## config.mk

```make
export PLATFORM = sky130hd
export DESIGN_NAME = slot_free_list_allocator
export DESIGN_NICKNAME = d
export VERILOG_FILES = /design/src/rtl/sfla_pkg.sv /design/src/rtl/sfla_ram.sv /design/src/rtl/sfla_stack.sv /design/src/rtl/slot_free_list_allocator.sv
export SDC_FILE = /design/constraint.sdc
export NUM_CORES = 2
export LEC_CHECK = 0
export BUFFER_PORTS_ARGS = -buffer_cell sky130_fd_sc_hd__buf_4
export CAP_MARGIN = 20
export CORE_ASPECT_RATIO = 2
export CORE_UTILIZATION = 30
export DETAILED_ROUTE_END_ITERATION = 6
export SYNTH_ARGS = -nofsm -noshare
export SYNTH_HDL_FRONTEND = slang
export SYNTH_SLANG_ARGS = --single-unit
```

## constraint.sdc

```tcl
create_clock -name clk -period 4.96 [get_ports clk]
set_input_delay 0.248 -clock clk [delete_from_list [all_inputs] [get_ports clk]]
set_output_delay 0.248 -clock clk [all_outputs]
set_load 0.1 [all_outputs]
```

## src/rtl/sfla_pkg.sv

```systemverilog
// ----------------------------------------------------------------------------
// sfla_pkg
// Shared constants and types of the slot free-list allocator.
// ----------------------------------------------------------------------------
package sfla_pkg;

  localparam int SLOTS  = 256;
  localparam int SLOT_W = $clog2(SLOTS);
  localparam int CNT_W  = $clog2(SLOTS + 1);
  localparam int REQ_W  = 2;
  localparam int TOT_W  = 32;

  localparam logic [REQ_W-1:0] REQ_ALLOC = 2'd0;
  localparam logic [REQ_W-1:0] REQ_FREE  = 2'd1;
  localparam logic [REQ_W-1:0] REQ_RESET = 2'd2;

  localparam logic ST_OK  = 1'b0;
  localparam logic ST_REJ = 1'b1;

  // Access to the free stack, driven combinationally by the allocator
  typedef struct packed {
    logic              we;
    logic [SLOT_W-1:0] waddr;
    logic [SLOT_W-1:0] wdata;
    logic [SLOT_W-1:0] raddr;
    logic              clr;
    logic [CNT_W-1:0]  clr_n;
  } stack_req_t;

endpackage

```

## src/rtl/sfla_ram.sv

```systemverilog
// ----------------------------------------------------------------------------
// sfla_ram
// Generic single-port-write, single-port-read RAM with registered read.
// ----------------------------------------------------------------------------
module sfla_ram #(
  parameter int WIDTH = 8,
  parameter int DEPTH = 256
) (
  input  logic                     clk,
  input  logic                     we,
  input  logic [$clog2(DEPTH)-1:0] waddr,
  input  logic [WIDTH-1:0]         wdata,
  input  logic [$clog2(DEPTH)-1:0] raddr,
  output logic [WIDTH-1:0]         rdata
);

  logic [WIDTH-1:0] mem [DEPTH];

  always_ff @(posedge clk) begin
    if (we) begin
      mem[waddr] <= wdata;
    end
    rdata <= mem[raddr];
  end

endmodule

```

## src/rtl/sfla_stack.sv

```systemverilog
// ----------------------------------------------------------------------------
// sfla_stack
// Free stack storage: RAM plus per-entry valid bits. An entry that is not
// valid reads as its own address, which is its refill value.
// ----------------------------------------------------------------------------
module sfla_stack (
  input  logic                      clk,
  input  logic                      rst_n,
  input  sfla_pkg::stack_req_t      req,
  output logic [sfla_pkg::SLOT_W-1:0] rdata
);
  import sfla_pkg::*;

  logic [SLOTS-1:0]  valid_r, valid_nxt;
  logic              rd_valid_r;
  logic [SLOT_W-1:0] rd_addr_r;
  logic [SLOT_W-1:0] ram_q;

  sfla_ram #(
    .WIDTH(SLOT_W),
    .DEPTH(SLOTS)
  ) u_ram (
    .clk  (clk),
    .we   (req.we),
    .waddr(req.waddr),
    .wdata(req.wdata),
    .raddr(req.raddr),
    .rdata(ram_q)
  );

  always_comb begin
    valid_nxt = valid_r;
    // Pool reset: drop every entry below the new size back to its refill value
    for (int i = 0; i < SLOTS; i++) begin
      if (req.clr && (CNT_W'(i) < req.clr_n)) begin
        valid_nxt[i] = 1'b0;
      end
    end
    if (req.we) begin
      valid_nxt[req.waddr] = 1'b1;
    end
  end

  always_ff @(posedge clk) begin
    if (!rst_n) begin
      valid_r <= '0;
    end else begin
      valid_r <= valid_nxt;
    end
  end

  always_ff @(posedge clk) begin
    rd_valid_r <= valid_r[req.raddr];
    rd_addr_r  <= req.raddr;
  end

  assign rdata = rd_valid_r ? ram_q : rd_addr_r;

endmodule

```

## src/rtl/slot_free_list_allocator.sv

```systemverilog
// ----------------------------------------------------------------------------
// slot_free_list_allocator
// Sequence: alloc runs S_RD (stack RAM read) then S_FIN; reject and pool reset go
//   straight to S_FIN; free runs S_PUSH (one stack push per cycle) then S_FIN.
// Flow: one request at a time; the next word is taken once the current
//   result sits in the output register, so an alloc ends before the next is taken.
// Reset (rst_n low, synchronous): stack refilled to 0..255 via valid bits,
//   pool_size 256, all counters zero.
// ----------------------------------------------------------------------------
module slot_free_list_allocator (
  input  logic                         clk,
  input  logic                         rst_n,
  input  logic                         in_valid,
  output logic                         in_ready,
  input  logic [sfla_pkg::REQ_W-1:0]   in_req_type,
  input  logic [sfla_pkg::CNT_W-1:0]   in_count,
  input  logic [sfla_pkg::SLOT_W-1:0]  in_index,
  output logic                         out_valid,
  input  logic                         out_ready,
  output logic                         out_status,
  output logic [sfla_pkg::SLOT_W-1:0]  out_slot_index,
  output logic [sfla_pkg::CNT_W-1:0]   out_free_slots,
  output logic [sfla_pkg::CNT_W-1:0]   out_allocated_slots,
  output logic [sfla_pkg::CNT_W-1:0]   out_peak_slots,
  output logic [sfla_pkg::TOT_W-1:0]   out_alloc_total,
  input  logic                         cfg_we,
  input  logic [sfla_pkg::CNT_W-1:0]   cfg_wdata
);
  import sfla_pkg::*;

  localparam logic [1:0] S_IDLE = 2'd0;
  localparam logic [1:0] S_RD   = 2'd1;
  localparam logic [1:0] S_PUSH = 2'd2;
  localparam logic [1:0] S_FIN  = 2'd3;

  logic [1:0]        state_r, state_nxt;
  logic [CNT_W-1:0]  pool_size_r, pool_size_nxt;
  logic [CNT_W-1:0]  stack_top_r, stack_top_nxt;
  logic [CNT_W-1:0]  in_use_r, in_use_nxt;
  logic [CNT_W-1:0]  high_water_r, high_water_nxt;
  logic [TOT_W-1:0]  alloc_total_r, alloc_total_nxt;
  logic              out_valid_r, out_valid_nxt;

  logic [CNT_W-1:0]  cnt_r, cnt_nxt;
  logic [CNT_W-1:0]  rem_r, rem_nxt;
  logic [CNT_W-1:0]  pos_r, pos_nxt;
  logic [SLOT_W-1:0] push_val_r, push_val_nxt;
  logic              res_status_r, res_status_nxt;
  logic [SLOT_W-1:0] res_slot_r, res_slot_nxt;

  logic              o_status_r, o_status_nxt;
  logic [SLOT_W-1:0] o_slot_r, o_slot_nxt;
  logic [CNT_W-1:0]  o_free_r, o_free_nxt;
  logic [CNT_W-1:0]  o_alloc_r, o_alloc_nxt;
  logic [CNT_W-1:0]  o_peak_r, o_peak_nxt;
  logic [TOT_W-1:0]  o_total_r, o_total_nxt;

  stack_req_t        sreq;
  logic [SLOT_W-1:0] stack_rdata;

  logic [CNT_W-1:0]  eff_size;
  logic [CNT_W-1:0]  pos;
  logic              alloc_ok;
  logic              free_ok;
  logic [CNT_W-1:0]  use_sum;

  sfla_stack u_stack (
    .clk  (clk),
    .rst_n(rst_n),
    .req  (sreq),
    .rdata(stack_rdata)
  );

  always_comb begin
    if (pool_size_r == '0) begin
      eff_size = CNT_W'(1);
    end else if (pool_size_r > CNT_W'(SLOTS)) begin
      eff_size = CNT_W'(SLOTS);
    end else begin
      eff_size = pool_size_r;
    end
  end

  assign pos      = stack_top_r - in_count;
  assign alloc_ok = (in_count != '0) && (in_count <= stack_top_r);
  assign free_ok  = (in_count != '0)
                 && (({2'b00, in_index} + {1'b0, in_count}) <= {1'b0, eff_size})
                 && (in_count <= in_use_r)
                 && (({1'b0, stack_top_r} + {1'b0, in_count}) <= (CNT_W + 1)'(SLOTS));
  assign use_sum  = in_use_r + cnt_r;

  always_comb begin
    state_nxt       = state_r;
    pool_size_nxt   = pool_size_r;
    stack_top_nxt   = stack_top_r;
    in_use_nxt      = in_use_r;
    high_water_nxt  = high_water_r;
    alloc_total_nxt = alloc_total_r;
    out_valid_nxt   = out_valid_r & ~out_ready;
    cnt_nxt         = cnt_r;
    rem_nxt         = rem_r;
    pos_nxt         = pos_r;
    push_val_nxt    = push_val_r;
    res_status_nxt  = res_status_r;
    res_slot_nxt    = res_slot_r;
    o_status_nxt    = o_status_r;
    o_slot_nxt      = o_slot_r;
    o_free_nxt      = o_free_r;
    o_alloc_nxt     = o_alloc_r;
    o_peak_nxt      = o_peak_r;
    o_total_nxt     = o_total_r;

    sreq        = '0;
    sreq.raddr  = pos[SLOT_W-1:0];
    sreq.waddr  = stack_top_r[SLOT_W-1:0];
    sreq.wdata  = push_val_r;
    sreq.clr_n  = eff_size;

    if (cfg_we) begin
      pool_size_nxt = cfg_wdata;
    end

    case (state_r)
      S_IDLE: begin
        if (in_valid) begin
          cnt_nxt        = in_count;
          res_status_nxt = ST_REJ;
          res_slot_nxt   = '0;
          state_nxt      = S_FIN;
          case (in_req_type)
            REQ_ALLOC: begin
              if (alloc_ok) begin
                pos_nxt   = pos;
                state_nxt = S_RD;
              end
            end
            REQ_FREE: begin
              if (free_ok) begin
                rem_nxt      = in_count;
                push_val_nxt = in_index;
                state_nxt    = S_PUSH;
              end
            end
            REQ_RESET: begin
              sreq.clr       = 1'b1;
              stack_top_nxt  = eff_size;
              in_use_nxt     = '0;
              res_status_nxt = ST_OK;
            end
            default: begin
              res_status_nxt = ST_REJ;
            end
          endcase
        end
      end
      S_RD: begin
        res_slot_nxt    = stack_rdata;
        res_status_nxt  = ST_OK;
        stack_top_nxt   = pos_r;
        in_use_nxt      = use_sum;
        alloc_total_nxt = alloc_total_r + TOT_W'(1);
        if (use_sum > high_water_r) begin
          high_water_nxt = use_sum;
        end
        state_nxt = S_FIN;
      end
      S_PUSH: begin
        sreq.we       = 1'b1;
        stack_top_nxt = stack_top_r + CNT_W'(1);
        push_val_nxt  = push_val_r + SLOT_W'(1);
        rem_nxt       = rem_r - CNT_W'(1);
        if (rem_r == CNT_W'(1)) begin
          in_use_nxt     = in_use_r - cnt_r;
          res_status_nxt = ST_OK;
          state_nxt      = S_FIN;
        end
      end
      S_FIN: begin
        // Hold until the output register is free
        if (!out_valid_r || out_ready) begin
          out_valid_nxt = 1'b1;
          o_status_nxt  = res_status_r;
          o_slot_nxt    = res_slot_r;
          o_free_nxt    = stack_top_r;
          o_alloc_nxt   = in_use_r;
          o_peak_nxt    = high_water_r;
          o_total_nxt   = alloc_total_r;
          state_nxt     = S_IDLE;
        end
      end
      default: begin
        state_nxt = S_IDLE;
      end
    endcase
  end

  always_ff @(posedge clk) begin
    if (!rst_n) begin
      state_r       <= S_IDLE;
      pool_size_r   <= CNT_W'(SLOTS);
      stack_top_r   <= CNT_W'(SLOTS);
      in_use_r      <= '0;
      high_water_r  <= '0;
      alloc_total_r <= '0;
      out_valid_r   <= 1'b0;
    end else begin
      state_r       <= state_nxt;
      pool_size_r   <= pool_size_nxt;
      stack_top_r   <= stack_top_nxt;
      in_use_r      <= in_use_nxt;
      high_water_r  <= high_water_nxt;
      alloc_total_r <= alloc_total_nxt;
      out_valid_r   <= out_valid_nxt;
    end
  end

  always_ff @(posedge clk) begin
    cnt_r        <= cnt_nxt;
    rem_r        <= rem_nxt;
    pos_r        <= pos_nxt;
    push_val_r   <= push_val_nxt;
    res_status_r <= res_status_nxt;
    res_slot_r   <= res_slot_nxt;
    o_status_r   <= o_status_nxt;
    o_slot_r     <= o_slot_nxt;
    o_free_r     <= o_free_nxt;
    o_alloc_r    <= o_alloc_nxt;
    o_peak_r     <= o_peak_nxt;
    o_total_r    <= o_total_nxt;
  end

  assign in_ready            = (state_r == S_IDLE);
  assign out_valid           = out_valid_r;
  assign out_status          = o_status_r;
  assign out_slot_index      = o_slot_r;
  assign out_free_slots      = o_free_r;
  assign out_allocated_slots = o_alloc_r;
  assign out_peak_slots      = o_peak_r;
  assign out_alloc_total     = o_total_r;

endmodule

```

==> impl_metrics.json <==
{
  "postRouteAntennaNets": 0,
  "rsz0062_at_grt": "false",
  "violations": "DRC",
  "wl_mm": 307.6,
  "finClkSkew_ns": 0.08017,
  "ctsRootBufferMaster": "clkbuf_16",
  "grt_max_degree": 177,
  "grt_pass1_wl_mm": 434.7,
  "hpwl_mm": 207.7,
  "run_status": "finished with violations",
  "vdd_drop_max_v": 0.0005419,
  "gp_congestion": 0.9546,
  "max_freq_mhz": 209.4,
  "slew_viol_final": 0,
  "ys_types": 75,
  "clock_path_buffers": 4,
  "start_util_pct": 30.14,
  "cp_cell_sequence": "inv_1, ha_4, inv_1, fa_4, buf_4, buf_4, buf_12, mux4_2, mux4_2, nand2_1, nand4_1, nand3_1, a211oi_1",
  "async_flop_share_pct": 0,
  "hold_viol_final": 0,
  "antenna_found_initial": 16,
  "fin_setup_tns_ns": 0,
  "crit_path_max_incr_delay_ns": 1.04,
  "required_ns": 5.73,
  "tightest_slew_ns": 1.375,
  "crit_path_max_fanout": 29,
  "initialDrtViolationCount": 5487,
  "dr.pass1.iters": 6,
  "synth.cell_area_sq_um": 101100,
  "whs_ns": 0.1561,
  "period_share_pct": 96.27,
  "fp.coreArea_sq_um": 335600,
  "grt_pass1_vias": 59070,
  "hold_class": "in2reg",
  "final_core_util_pct": 34.63,
  "drc": 1,
  "num_rows": 301,
  "p_leak_uw": 0.03671,
  "end_kind": "flip-flop",
  "io_buffers": 102,
  "synth_nets": 6013,
  "cts_buffers": 201,
  "drt-wirelength-per-cell_um": 28.48,
  "synthCells": 5894,
  "seq_area_sq_um": 71750,
  "grt-ovfl-total": 0,
  "setup_viol": 0,
  "fill_cells": 31440,
  "total_power_uw": 65680,
  "vias_per_cell": 5.270,
  "clkSlewWorstSetupHoldPaths_ns": 0.07,
  "syn_area_per_cell_sq_um": 17.16,
  "cts_tree": "built",
  "critPathKind": "reg2reg",
  "drive_gt1_share_pct": 23.29,
  "final_common_cell": "edfxtp_1",
  "seq_area_frac_synth_pct": 70.95,
  "post_cts_buffers": 0,
  "period_needed_ns": 4.775,
  "grt_use_total_pct": 17.80,
  "final_cell_mix": "2160 x edfxtp_1, 663 x nor2_1, 631 x mux4_2",
  "power.density_nw_per_um2": 565.2,
  "syn2layout_area_growth_pct": 14.91,
  "post_cts_resized": 0,
  "yosys-top-cells-area": "edfxtp_1 64%, mux4_2 14%, dfxtp_1 6.8%, nor2_1 2.5%, a21oi_1 1.6%",
  "cap_violations": 0,
  "synthFlopType": "edfxtp_1",
  "num_vias": 56920,
  "die_h_um": 823.1,
  "cp_slowest_cell": "fa_4",
  "cts.sinks": 2504,
  "multi_input_area_sq_um": 27690,
  "ios": 103,
  "dpl_cell_area_sq_um": 108900,
  "yosys_warnings": 0,
  "max-slew-margin-rel_pct": 8.012,
  "yosysTopAreaCellShare_pct": 64.14,
  "fp.dieArea_sq_um": 339600,
  "synth_top_area_cell": "edfxtp_1",
  "cp-start-kind": "flip-flop",
  "htreeDepth": 4,
  "cp.arrival_ns": 5.54,
  "finalNetCount": 6349,
  "insertion_delay_ns": 0.93,
  "dieWidth_um": 412.5,
  "final_area_sq_um": 116200,
  "synth-edff-count": 2160,
  "synth.ff_latch_count": 2504
}
## logic make-up after synthesis
| kind of cell | after synthesis | synth area share (%) |
|---|---|---|
| AO/OA/AOI/OAI | 863 | 5.072 |
| XOR/XNOR | 65 | 0.5778 |
| adder cells (fa/ha/maj) | 86 | 1.101 |
| buffers and inverters | 435 | 1.863 |
| flip-flops | 2504 | 70.95 |
| multiplexers | 771 | 15.53 |
| AND/OR/NAND/NOR | 1170 | 4.903 |
## sequential cells by signal, summed over array words and instances (netlist names), 32 cells and up
register	cells
u_stack.u_ram.mem	2048
u_stack.valid_r	256
alloc_total_r	32
out_alloc_total	32
## cells in the mapped netlist, types with 7 or more instances
cell / count
o21a_1: 26
nand3_1: 72
mux4_2: 631
and2_1: 8
or2_2: 8
buf_4: 23
or3_1: 8
o21ai_0: 249
a211oi_1: 19
and3_1: 33
buf_6: 8
a22oi_1: 7
o2111ai_1: 9
nand4_1: 20
mux2i_1: 63
a311oi_1: 8
a21o_1: 9
dfxtp_1: 344
buf_2: 84
o211ai_1: 55
nand2_1: 244
o21bai_1: 8
nor2_1: 676
mux2_2: 55
edfxtp_1: 2160
ha_1: 81
a21oi_1: 322
nand2b_1: 13
o22ai_1: 37
xnor2_1: 33
inv_1: 74
o31ai_1: 14
nor3_1: 29
a32o_1: 34
a31oi_1: 28
buf_1: 20
and4_1: 8
mux2_1: 22
o221ai_1: 8
nor2b_1: 28
xor2_1: 30
clkbuf_1: 217
## power by group
part / switching [uW] / internal, uW
logic: 15400 / 9330
registers: 325 / 24000
clock network: 7680 / 8940
## per-layer routing
layer	share of wire (%)	vias to the layer above	GRT usage, %
met5	0.012	-	0
met4	9.8	4	15.61
met3	5.4	847	2.539
met2	53	2475	31.99
met1	32	29660	17.73
li1	-	23930	-
## metrics by stage
stage	setup WS, ns	instances
after global placement	0.2894	10350
after detailed placement	0.2623	10360
final	0.1852	10800
after floorplan	0.2771	5894
after CTS	0.2568	10770
after global routing	0.2146	10790
## path summary, 6_finish.rpt
path,end,from,slack (ns),cells after the start
worst max-delay path,u_stack.u_ram.rdata[4]$_DFF_P_,stack_top_r[0]$_SDFFE_PN0P_,0.19,13
worst max register to register,u_stack.u_ram.rdata[4]$_DFF_P_,stack_top_r[0]$_SDFFE_PN0P_,0.19,13
worst min register to register,out_slot_index[4]$_DFFE_PP_,res_slot_r[4]$_SDFFCE_PN0P_,0.42,0
worst min-delay path,cnt_r[1]$_DFFE_PP_,in_count[1],0.16,2
## layout make-up
class                   instances  area share, %
inverters                      83         0.2746
clock buffers                 249          4.661
flip-flops and latches       2504          61.74
well taps                    4393          4.730
diodes                         19        0.04092
repair buffers                485          3.699
clock inverters               113          1.018
multi-input cells            2955          23.83
## critical path: cells and delay by family, from the launching register on
kind / cells / cell delay, ns
buf+inv: 5 / 0.98
flops: 1 / 0.40
fa+ha+maj: 2 / 1.20
simple gates: 3 / 0.96
mux: 2 / 0.98
compound gates: 1 / 0.06
## what timing repair did
action / CTS / global route
setup endpoints to repair: 0 / 0
hold buffers: 43 / 0
hold endpoints to repair: 63 / 0
Power figures use the tool's default switching activity.
